===== config.mk =====
export PLATFORM = sky130hd
export DESIGN_NAME = char_lcd_nibble_sequencer_top
export DESIGN_NICKNAME = d
export VERILOG_FILES = /design/src/design/lcdns_pkg.sv /design/src/design/lcdns_front.sv /design/src/design/lcdns_jobq.sv /design/src/design/lcdns_back.sv /design/src/design/char_lcd_nibble_sequencer_top.sv
export VERILOG_INCLUDE_DIRS = /design/src /design/src/design
export SDC_FILE = /design/constraint.sdc
export NUM_CORES = 1
export LEC_CHECK = 0
export ABC_AREA = 1
export BUFFER_PORTS_ARGS = -buffer_cell sky130_fd_sc_hd__buf_2
export CORE_UTILIZATION = 62
export DETAILED_ROUTE_END_ITERATION = 10
export GPL_TIMING_DRIVEN = 0
export PLACE_DENSITY = 0.92
export SLEW_MARGIN = 20
export SYNTH_ARGS = -nofsm -noshare
export SYNTH_HDL_FRONTEND = slang
export SYNTH_HIERARCHICAL = 1
export SYNTH_SLANG_ARGS = --single-unit

===== constraint.sdc =====
create_clock -name i_clk -period 4.4 [get_ports i_clk]
set_clock_uncertainty 0.05 [all_clocks]
set_input_delay 0.44 -clock i_clk [delete_from_list [all_inputs] [get_ports i_clk]]
set_output_delay 0.44 -clock i_clk [all_outputs]
set_load 0.05 [all_outputs]

===== src/design/char_lcd_nibble_sequencer_top_macros.svh =====
// Assertion helpers used by the sequencer back end.
// Each use expects a clock i_clk and an active-low reset i_rst_n in scope.
`ifndef CHAR_LCD_NIBBLE_SEQUENCER_TOP_MACROS_SVH
`define CHAR_LCD_NIBBLE_SEQUENCER_TOP_MACROS_SVH

// Same-cycle implication, checked out of reset
`define LCDNS_ASSERT_NOW(label, ante, cons, msg) \
    label: assert property (@(posedge i_clk) disable iff (!i_rst_n) \
        (ante) |-> (cons)) else $error(msg);

// Next-cycle implication, checked out of reset
`define LCDNS_ASSERT_NEXT(label, ante, cons, msg) \
    label: assert property (@(posedge i_clk) disable iff (!i_rst_n) \
        (ante) |=> (cons)) else $error(msg);

`endif


===== src/design/lcdns_pkg.sv =====
package lcdns_pkg;

    // Request opcodes
    localparam logic [1:0] OP_COMMAND = 2'd0;
    localparam logic [1:0] OP_DATA    = 2'd1;
    localparam logic [1:0] OP_CURSOR  = 2'd2;
    localparam logic [1:0] OP_STARTUP = 2'd3;

    // Transfer kinds
    localparam logic [1:0] KIND_WRITE = 2'd0;
    localparam logic [1:0] KIND_POLL  = 2'd1;
    localparam logic [1:0] KIND_ERROR = 2'd2;

    // Configuration register indexes
    localparam logic [1:0] CFG_COMMAND_HOLD = 2'd0;
    localparam logic [1:0] CFG_DATA_HOLD    = 2'd1;
    localparam logic [1:0] CFG_NIBBLE_GAP   = 2'd2;
    localparam logic [1:0] CFG_POST_BUSY    = 2'd3;

    localparam int HOLD_W = 20;

    // Register reset values
    localparam logic [HOLD_W-1:0] RST_COMMAND_HOLD = 20'd100000;
    localparam logic [HOLD_W-1:0] RST_DATA_HOLD    = 20'd0;
    localparam logic [HOLD_W-1:0] RST_POST_BUSY    = 20'd100;

    // Set-DDRAM-address bases per display line
    localparam logic [7:0] CURSOR_ROW0 = 8'h80;
    localparam logic [7:0] CURSOR_ROW1 = 8'hC0;

    // Start-up command bytes: 4-bit/2-line, home, entry mode, display on
    localparam int STARTUP_LEN = 4;
    localparam logic [7:0] STARTUP_CMDS [STARTUP_LEN] = '{8'h28, 8'h02, 8'h06, 8'h0F};

    // Byte job queue between front and back
    localparam int JOBQ_DEPTH = 4;
    localparam int JOBQ_PTR_W = $clog2(JOBQ_DEPTH);
    localparam int JOBQ_CNT_W = $clog2(JOBQ_DEPTH + 1);

    typedef struct packed {
        logic [1:0] op;
        logic [7:0] byte_value;
        logic [1:0] row;
        logic [5:0] column;
    } t_req;

    typedef struct packed {
        logic [1:0]        kind;
        logic              reg_select;
        logic [3:0]        nibble;
        logic [HOLD_W-1:0] hold_ticks;
        logic              last;
    } t_res;

    // One byte to send, or a position error
    typedef struct packed {
        logic [7:0] value;
        logic       is_data;
        logic       is_last;
        logic       is_error;
    } t_job;

    typedef struct packed {
        logic              valid;
        logic [1:0]        index;
        logic [HOLD_W-1:0] data;
    } t_cfg_wr;

endpackage


===== src/design/lcdns_front.sv =====
module lcdns_front import lcdns_pkg::*; #(
    parameter int COLUMNS = 16,
    parameter int ROWS    = 2
) (
    input  logic i_clk,
    input  logic i_rst_n,
    input  logic push,
    output logic full,
    input  t_req i_req,
    input  logic i_q_ready,
    output logic o_q_push,
    output t_job o_q_job
);

    localparam logic [2:0] ROW_LIMIT = 3'(ROWS);
    localparam logic [6:0] COL_LIMIT = 7'(COLUMNS);

    typedef enum logic {
        ST_ACCEPT,
        ST_STARTUP
    } t_state;

    t_state r_state;
    logic [1:0] r_step;
    logic accept;

    // Stall the requester while the start-up bytes drain or the queue is full
    assign full   = (r_state == ST_STARTUP) || !i_q_ready;
    assign accept = push && !full;

    // Classify the request into one byte job, or emit the next start-up byte
    always_comb begin
        o_q_push = 1'b0;
        o_q_job  = '0;
        if (r_state == ST_STARTUP) begin
            o_q_push         = i_q_ready;
            o_q_job.value    = STARTUP_CMDS[r_step];
            o_q_job.is_last  = (r_step == 2'(STARTUP_LEN - 1));
        end else if (accept) begin
            o_q_push        = 1'b1;
            o_q_job.is_last = 1'b1;
            unique case (i_req.op)
                OP_COMMAND: begin
                    o_q_job.value = i_req.byte_value;
                end
                OP_DATA: begin
                    o_q_job.value   = i_req.byte_value;
                    o_q_job.is_data = 1'b1;
                end
                OP_CURSOR: begin
                    if ({1'b0, i_req.row} >= ROW_LIMIT
                            || {1'b0, i_req.column} >= COL_LIMIT) begin
                        o_q_job.is_error = 1'b1;
                    end else begin
                        o_q_job.value = ((i_req.row == 2'd0) ? CURSOR_ROW0 : CURSOR_ROW1)
                                        + {2'b00, i_req.column};
                    end
                end
                OP_STARTUP: begin
                    o_q_job.value   = STARTUP_CMDS[0];
                    o_q_job.is_last = 1'b0;
                end
                default: begin
                    o_q_push = 1'b0;
                end
            endcase
        end
    end

    // Walk the remaining start-up bytes one per free queue slot
    always_ff @(posedge i_clk) begin
        if (!i_rst_n) begin
            r_state <= ST_ACCEPT;
            r_step  <= 2'd0;
        end else begin
            unique case (r_state)
                ST_ACCEPT: begin
                    if (accept && i_req.op == OP_STARTUP) begin
                        r_state <= ST_STARTUP;
                        r_step  <= 2'd1;
                    end
                end
                ST_STARTUP: begin
                    if (i_q_ready) begin
                        if (r_step == 2'(STARTUP_LEN - 1)) begin
                            r_state <= ST_ACCEPT;
                            r_step  <= 2'd0;
                        end else begin
                            r_step <= r_step + 2'd1;
                        end
                    end
                end
                default: begin
                    r_state <= ST_ACCEPT;
                end
            endcase
        end
    end

endmodule


===== src/design/lcdns_jobq.sv =====
module lcdns_jobq import lcdns_pkg::*; (
    input  logic i_clk,
    input  logic i_rst_n,
    input  logic i_push,
    input  t_job i_job,
    output logic o_ready,
    input  logic i_pop,
    output logic o_valid,
    output t_job o_job
);

    t_job                  r_mem [JOBQ_DEPTH];
    logic [JOBQ_PTR_W-1:0] r_wr_ptr;
    logic [JOBQ_PTR_W-1:0] r_rd_ptr;
    logic [JOBQ_CNT_W-1:0] r_count;
    logic do_push;
    logic do_pop;

    assign o_ready = (r_count != JOBQ_CNT_W'(JOBQ_DEPTH));
    assign o_valid = (r_count != '0);
    assign o_job   = r_mem[r_rd_ptr];
    assign do_push = i_push && o_ready;
    assign do_pop  = i_pop && o_valid;

    // Store jobs
    always_ff @(posedge i_clk) begin
        if (do_push) begin
            r_mem[r_wr_ptr] <= i_job;
        end
    end

    // Advance pointers and occupancy
    always_ff @(posedge i_clk) begin
        if (!i_rst_n) begin
            r_wr_ptr <= '0;
            r_rd_ptr <= '0;
            r_count  <= '0;
        end else begin
            if (do_push) begin
                r_wr_ptr <= r_wr_ptr + 1'b1;
            end
            if (do_pop) begin
                r_rd_ptr <= r_rd_ptr + 1'b1;
            end
            if (do_push && !do_pop) begin
                r_count <= r_count + 1'b1;
            end else if (do_pop && !do_push) begin
                r_count <= r_count - 1'b1;
            end
        end
    end

endmodule


===== src/design/lcdns_back.sv =====
`include "char_lcd_nibble_sequencer_top_macros.svh"

module lcdns_back import lcdns_pkg::*; (
    input  logic    i_clk,
    input  logic    i_rst_n,
    input  t_cfg_wr i_cfg,
    input  logic    i_job_valid,
    input  t_job    i_job,
    output logic    o_job_pop,
    output logic    empty,
    input  logic    pop,
    output t_res    o_res
);

    typedef enum logic [1:0] {
        PH_HIGH,
        PH_LOW,
        PH_POLL
    } t_phase;

    t_phase            r_phase;
    t_phase            n_phase;
    t_res              r_out;
    t_res              n_out;
    logic              r_out_valid;
    logic [HOLD_W-1:0] r_command_hold;
    logic [HOLD_W-1:0] r_data_hold;
    logic [HOLD_W-1:0] r_post_busy;
    logic              load;
    logic              done;

    assign empty     = !r_out_valid;
    assign o_res     = r_out;
    assign load      = i_job_valid && (!r_out_valid || pop);
    assign o_job_pop = load && done;

    // Build the next transfer of the current job
    always_comb begin
        n_out   = '0;
        done    = 1'b0;
        n_phase = r_phase;
        if (i_job.is_error) begin
            n_out.kind = KIND_ERROR;
            n_out.last = 1'b1;
            done       = 1'b1;
        end else begin
            unique case (r_phase)
                PH_HIGH: begin
                    n_out.kind       = KIND_WRITE;
                    n_out.reg_select = i_job.is_data;
                    n_out.nibble     = i_job.value[7:4];
                    n_out.hold_ticks = i_job.is_data ? r_data_hold : r_command_hold;
                    n_phase          = PH_LOW;
                end
                PH_LOW: begin
                    n_out.kind       = KIND_WRITE;
                    n_out.reg_select = i_job.is_data;
                    n_out.nibble     = i_job.value[3:0];
                    n_out.hold_ticks = i_job.is_data ? r_data_hold : r_command_hold;
                    n_phase          = PH_POLL;
                end
                PH_POLL: begin
                    n_out.kind       = KIND_POLL;
                    n_out.hold_ticks = r_post_busy;
                    n_out.last       = i_job.is_last;
                    done             = 1'b1;
                end
                default: begin
                    done = 1'b1;
                end
            endcase
        end
        if (done) begin
            n_phase = PH_HIGH;
        end
    end

    // Hold configuration, phase and the output register
    always_ff @(posedge i_clk) begin
        if (!i_rst_n) begin
            r_phase        <= PH_HIGH;
            r_out_valid    <= 1'b0;
            r_command_hold <= RST_COMMAND_HOLD;
            r_data_hold    <= RST_DATA_HOLD;
            r_post_busy    <= RST_POST_BUSY;
        end else begin
            if (i_cfg.valid) begin
                unique case (i_cfg.index)
                    CFG_COMMAND_HOLD: r_command_hold <= i_cfg.data;
                    CFG_DATA_HOLD:    r_data_hold    <= i_cfg.data;
                    // Nibble gap timing belongs to the consumer; drop it
                    CFG_NIBBLE_GAP:   ;
                    CFG_POST_BUSY:    r_post_busy    <= i_cfg.data;
                    default:          ;
                endcase
            end
            if (load) begin
                r_out       <= n_out;
                r_out_valid <= 1'b1;
                r_phase     <= n_phase;
            end else if (pop) begin
                r_out_valid <= 1'b0;
            end
        end
    end

    `LCDNS_ASSERT_NOW(a_error_at_byte_start, i_job_valid && i_job.is_error, r_phase == PH_HIGH, "error job seen mid-byte")
    `LCDNS_ASSERT_NOW(a_last_not_on_write, r_out_valid && r_out.last, r_out.kind != KIND_WRITE, "last flag on a nibble write")
    `LCDNS_ASSERT_NEXT(a_poll_ends_byte, load && r_phase == PH_POLL, r_phase == PH_HIGH, "phase not restarted after poll")
    `LCDNS_ASSERT_NOW(a_pop_only_when_done, o_job_pop, load && (i_job.is_error || r_phase == PH_POLL), "job released before its last transfer")

endmodule


===== src/design/char_lcd_nibble_sequencer_top.sv =====
// Character LCD 4-bit bus sequencer.
// Requests enter through a queue-style port: present i_req with push and the
// item transfers on a clock edge where full is low. Each command, data byte
// or valid cursor move yields three transfers (high nibble, low nibble, busy
// poll); the start-up request yields twelve; a cursor move off the display
// yields one position-error result. The last result of a request has last set.
// Results leave through a queue-style port: while empty is low o_res holds
// the oldest result, and it transfers on an edge where pop is high.
// The first result of a request passes the job queue and then the output
// register. Throughput: one result per cycle while pop stays high, set by
// the single transfer builder in the back end.
// A four-entry byte queue sits between request decode and transfer output;
// when pop stays low the output register holds and the queue fills, then
// full rises. Start-up holds full high while its remaining bytes enqueue.
// Configuration writes (i_cfg_valid, always ready) set hold and wait ticks;
// write them only while no request is in flight.
// Synchronous reset on i_rst_n empties the job queue and output register and
// restores the default hold and wait values; no clearing pass is needed.
module char_lcd_nibble_sequencer_top import lcdns_pkg::*; #(
    parameter int COLUMNS = 16,
    parameter int ROWS    = 2
) (
    input  logic              i_clk,
    input  logic              i_rst_n,
    input  logic              push,
    output logic              full,
    input  t_req              i_req,
    output logic              empty,
    input  logic              pop,
    output t_res              o_res,
    input  logic              i_cfg_valid,
    output logic              o_cfg_ready,
    input  logic [1:0]        i_cfg_index,
    input  logic [HOLD_W-1:0] i_cfg_data
);

    t_cfg_wr cfg_wr;
    logic    q_push;
    t_job    q_wr_job;
    logic    q_ready;
    logic    q_valid;
    t_job    q_rd_job;
    logic    q_pop;

    // Registers are plain flops, so every write is taken at once
    assign o_cfg_ready  = 1'b1;
    assign cfg_wr.valid = i_cfg_valid && o_cfg_ready;
    assign cfg_wr.index = i_cfg_index;
    assign cfg_wr.data  = i_cfg_data;

    lcdns_front #(
        .COLUMNS (COLUMNS),
        .ROWS    (ROWS)
    ) u_front (
        .i_clk     (i_clk),
        .i_rst_n   (i_rst_n),
        .push      (push),
        .full      (full),
        .i_req     (i_req),
        .i_q_ready (q_ready),
        .o_q_push  (q_push),
        .o_q_job   (q_wr_job)
    );

    lcdns_jobq u_jobq (
        .i_clk   (i_clk),
        .i_rst_n (i_rst_n),
        .i_push  (q_push),
        .i_job   (q_wr_job),
        .o_ready (q_ready),
        .i_pop   (q_pop),
        .o_valid (q_valid),
        .o_job   (q_rd_job)
    );

    lcdns_back u_back (
        .i_clk       (i_clk),
        .i_rst_n     (i_rst_n),
        .i_cfg       (cfg_wr),
        .i_job_valid (q_valid),
        .i_job       (q_rd_job),
        .o_job_pop   (q_pop),
        .empty       (empty),
        .pop         (pop),
        .o_res       (o_res)
    );

endmodule


==> qor.log <==
[drt] First DRT Iteration DRCs 528
[timing] RSZ-0062 raised after global routing no
[global_route] routing usage on met3 7.66%
[floorplan] Initial Utilization 64.2%
[worst_setup_path] highest cell delay on the worst timing path 470 ps
[floorplan] Die Wd 103 um
[yosys] gate count of the mapped netlist 703
[floorplan] top-level port count 76
[yosys] register bit total from synthesis 147
[clock_tree] Skew-Pair Late Insertion Delay 530 ps
[worst_setup_path] startpoint types flip-flop
[drt] via density per instance 5.71
[drt] residual antenna-violating net count after detailed routing 0
[worst_hold_path] hold crit path type in -> reg
[global_route] sum of overflow across all layers after global routing 0
[place] half-perimeter wire length after placement 9960 um
[yosys] register area share after synthesis 58.4%
[pwr] Clk network pwr share 28.3%
[place] buffers added on ports 74
[yosys] dominant combinational cell family by area after synthesis simple AND/OR/NAND/NOR gates
[global_route] Tot GR Track Use 30.5%
[global_route] grt peak-use layer met2
[floorplan] Chip Height 103 um
[pwr] pwr/cell area 653 mW/mm^2
[timing] Total Negative Setup Slacks 0 ps
[drt] WL/cell 16.4 um
[timing] transition time of the tightest slew-check pin 1140 ps
[worst_hold_path] hold depth 3
[global_route] vias in the first global route 5259
[global_route] GR Util met1 35.1%
[place] number of cells after detailed placement 911
[pwr] part of the total power dissipated in sequential elements 38.0%
[clock_tree] post-CTS repair timing setup buffer count 0
[yosys] complex-gate fraction of the synthesized area 11.6%
[worst_setup_path] element type at the critical path end flip-flop
[place] area after detailed placement 0.00684 mm^2
[timing] share of the clock period used by the worst path after layout 71.7%
[yosys] number of library cell types mapped by synthesis 33
[finish] number of inserted diodes 0
[finish] Total Nets Final 851
[finish] number of inserted filler cells in the final layout 596
[global_route] number of antenna violations at the first check in global routing 0
[global_route] pin count of the biggest net entering global routing 17
[timing] count of final max-slew check failures 0
[clock_tree] deepest clock path buffer count 2
[timing] Setup violations, final 0
[yosys] fraction of the mapped netlist area in simple logic gates 20.9%
[worst_setup_path] Setup Crit Path Kind reg -> reg
[global_route] grt met2 use 51.9%
[finish] utilization after layout 75.9%
[worst_setup_path] CP Cell Sequence inv_2 > buf_2 > nor2_1 > o22ai_1 > nor2_2 > buf_2 > nor2_1 > nand2_4 > ha_1 > inv_1 > fa_1 > o21ai_0 > nor2_1
[timing] normalized max-slew margin 23.7%
[floorplan] Core Area 0.00977 mm^2
[yosys] share of async-settable or async-resettable flops after synthesis 0%
[clock_tree] hold buffer count at CTS 0
[yosys] Post-Synth XOR/XNOR Area 0.140%
[place] worst setup slack before clock tree synthesis 1400 ps
[finish] share of post-route cells with drive strength above 1 20.5%
[yosys] average cell area after synthesis 8.92 um^2
[clock_tree] CTS H-tree lvls 4
[finish] synth-to-layout area growth 18.3%
[yosys] top_reg_cell synth dfxtp_1
[drt] DRC viols 0
[timing] minimum clock period 3160 ps
[pwr] sum of internal, switching and leakage power 4.85 mW
[clock_tree] clock tree from TritonCTS built
[clock_tree] clock sink count 147
[job] max-cap violations 0
[yosys] Syn Nets 757
[yosys] Syn Std Cell Area 0.00627 mm^2
[clock_tree] CTS buffer count 17
[pwr] Net Sw Frac 37.5%
[timing] final hold slack 90.4 ps
[timing] worst setup margin 1240 ps
[yosys] post-synthesis mux area share 0%
[finish] total non-filler cell area in the finished layout 0.00742 mm^2
[pwr] power spent charging and discharging nets 1.82 mW
[global_route] global-route wire length before repair 23800 um
[yosys] number of enable flip-flop cells after synthesis 72
[worst_setup_path] buffers and inverters on the worst path 4
[timing] max frequency 317 MHz
[clock_tree] Reg clk slew, reported paths 60 ps
[floorplan] number of placement rows 36
[timing] Final Hold Fails 0
[place] weighted congestion reported at the end of routability-driven placement 0.872
[worst_setup_path] arrival time at the worst endpoint 3520 ps
[pwr] Internal Power 3.03 mW
[run_status] status completed
[worst_setup_path] slowest library cell on the worst path o22ai_1
[worst_setup_path] Crit path required time 4770 ps
[finish] Layout Cells excl Fill 943
[pwr] standby leakage power 3.16 nW
[worst_setup_path] Critical Path Most Common Cell nor2_1
[worst_setup_path] CP Depth 13
[yosys] Synthesis Warnings 6
[floorplan] Die ar. 0.0105 mm^2
[yosys] adder-cell share of the synthesized area 1.92%
[clock_tree] post_cts resized 0
[worst_setup_path] CP top delay family simple AND/OR/NAND/NOR gates
[pwr] part of the power in combinational logic 33.6%
[clock_tree] cell at the root of the clock tree clkbuf_8
[worst_setup_path] worst-path fanout max 10
[pwr] worst voltage drop across the vdd grid 376 uV
[drt] via count of the routed design 5388
[drt] sum of routed wire length over all layers 15400 um
[worst_setup_path] cell count of the worst reg-to-reg path 13
[drt] total iterations of the first detailed-routing run 5
[Yosys cell counts (4+ instances only)]
master	n	area share, %
ha_1	8	1.6
buf_4	7	0.84
inv_2	8	0.48
nand2_1	148	8.9
a21oi_1	26	2.1
nand2_4	5	0.90
edfxtp_1	72	34
nand3_1	26	2.1
nor2_1	116	6.9
nor2_2	4	0.40
o21ai_1	29	2.3
o22ai_1	11	1.1
clkbuf_1	4	0.24
inv_1	52	3.1
buf_2	19	1.5
o21ai_2	4	0.56
dfxtp_1	75	24
o21ai_0	67	5.3
[kinds of logic after synthesis]
logic type / Yosys count
AND/OR/NAND/NOR: 310
flip-flops: 147
AO/OA/AOI/OAI: 139
buffers and inverters: 96
adder cells (fa/ha/maj): 9
XOR/XNOR: 1
other: 1
[power by group through the flow]
stage          Combinational [mW]  Clock, mW  Sequential, mW
2_1_floorplan               0.862          0            2.15
3_3_place_gp                 1.48          0            1.86
3_5_place_dp                 1.57          0            1.87
4_1_cts                      1.60       1.39            1.84
5_1_grt                      1.74       1.44            1.87
6_report                     1.63       1.37            1.84
[cells in the final DEF (no fill, tap or decap), types with 5 or more instances in the layout]
cell type and count:
nand3_1 26, dfxtp_1 75, nand2_1 148, buf_2 93
inv_1 52, o22ai_1 11, o21ai_1 29, clkbuf_1 8
edfxtp_1 72, nand2_4 5, ha_1 8, inv_2 8
a21oi_1 26, nor2_1 115, buf_4 7, clkbuf_16 18
o21ai_0 67
[layout make-up]
class / count / area [um^2] / share of cell area [%]
clock inverter: 7 / 67.6 / 0.911
clock buffer: 25 / 507 / 6.83
sequential: 147 / 3660 / 49.4
tap: 133 / 166 / 2.24
timing repair buffer: 75 / 398 / 5.36
inverter: 61 / 231 / 3.12
multi-input combinational: 460 / 2180 / 29.4
buffer: 35 / 205 / 2.77
[per-layer routing]
metal	up-vias	wire, um
met5	-	0
met1	2489	5750
met2	363	7890
li1	2483	-
met3	53	1410
met4	0	372
[tightest hold or removal path: stages]
cell     delay (ps)
buf_2           100
nand2_1          50
nand3_1          50
[final timing paths]
path	startpoint	end	slack (ps)
hold / removal	i_cfg_data[6]	u_back/r_post_busy[6]	90
hold reg to reg	u_back/r_post_busy[0]	u_back/r_post_busy[0]	420
setup / recovery	flip-flop	u_jobq/r_count[1]	1240
setup reg to reg	flip-flop	u_jobq/r_count[1]	1240
[sequential cells by signal, indices dropped and copies added, names as in the netlist, 2 cells and up, named ones only]
| name | flops |
|---|---|
| u_back/o_res | 28 |
| u_back/r_command_hold | 20 |
| u_back/r_data_hold | 20 |
| u_back/r_phase | 2 |
| u_back/r_post_busy | 20 |
| u_front/r_step | 2 |
| u_jobq/r_count | 3 |
| u_jobq/r_mem | 44 |
| u_jobq/r_rd_ptr | 2 |
| u_jobq/r_wr_ptr | 2 |
Power figures use the tool's default switching activity.
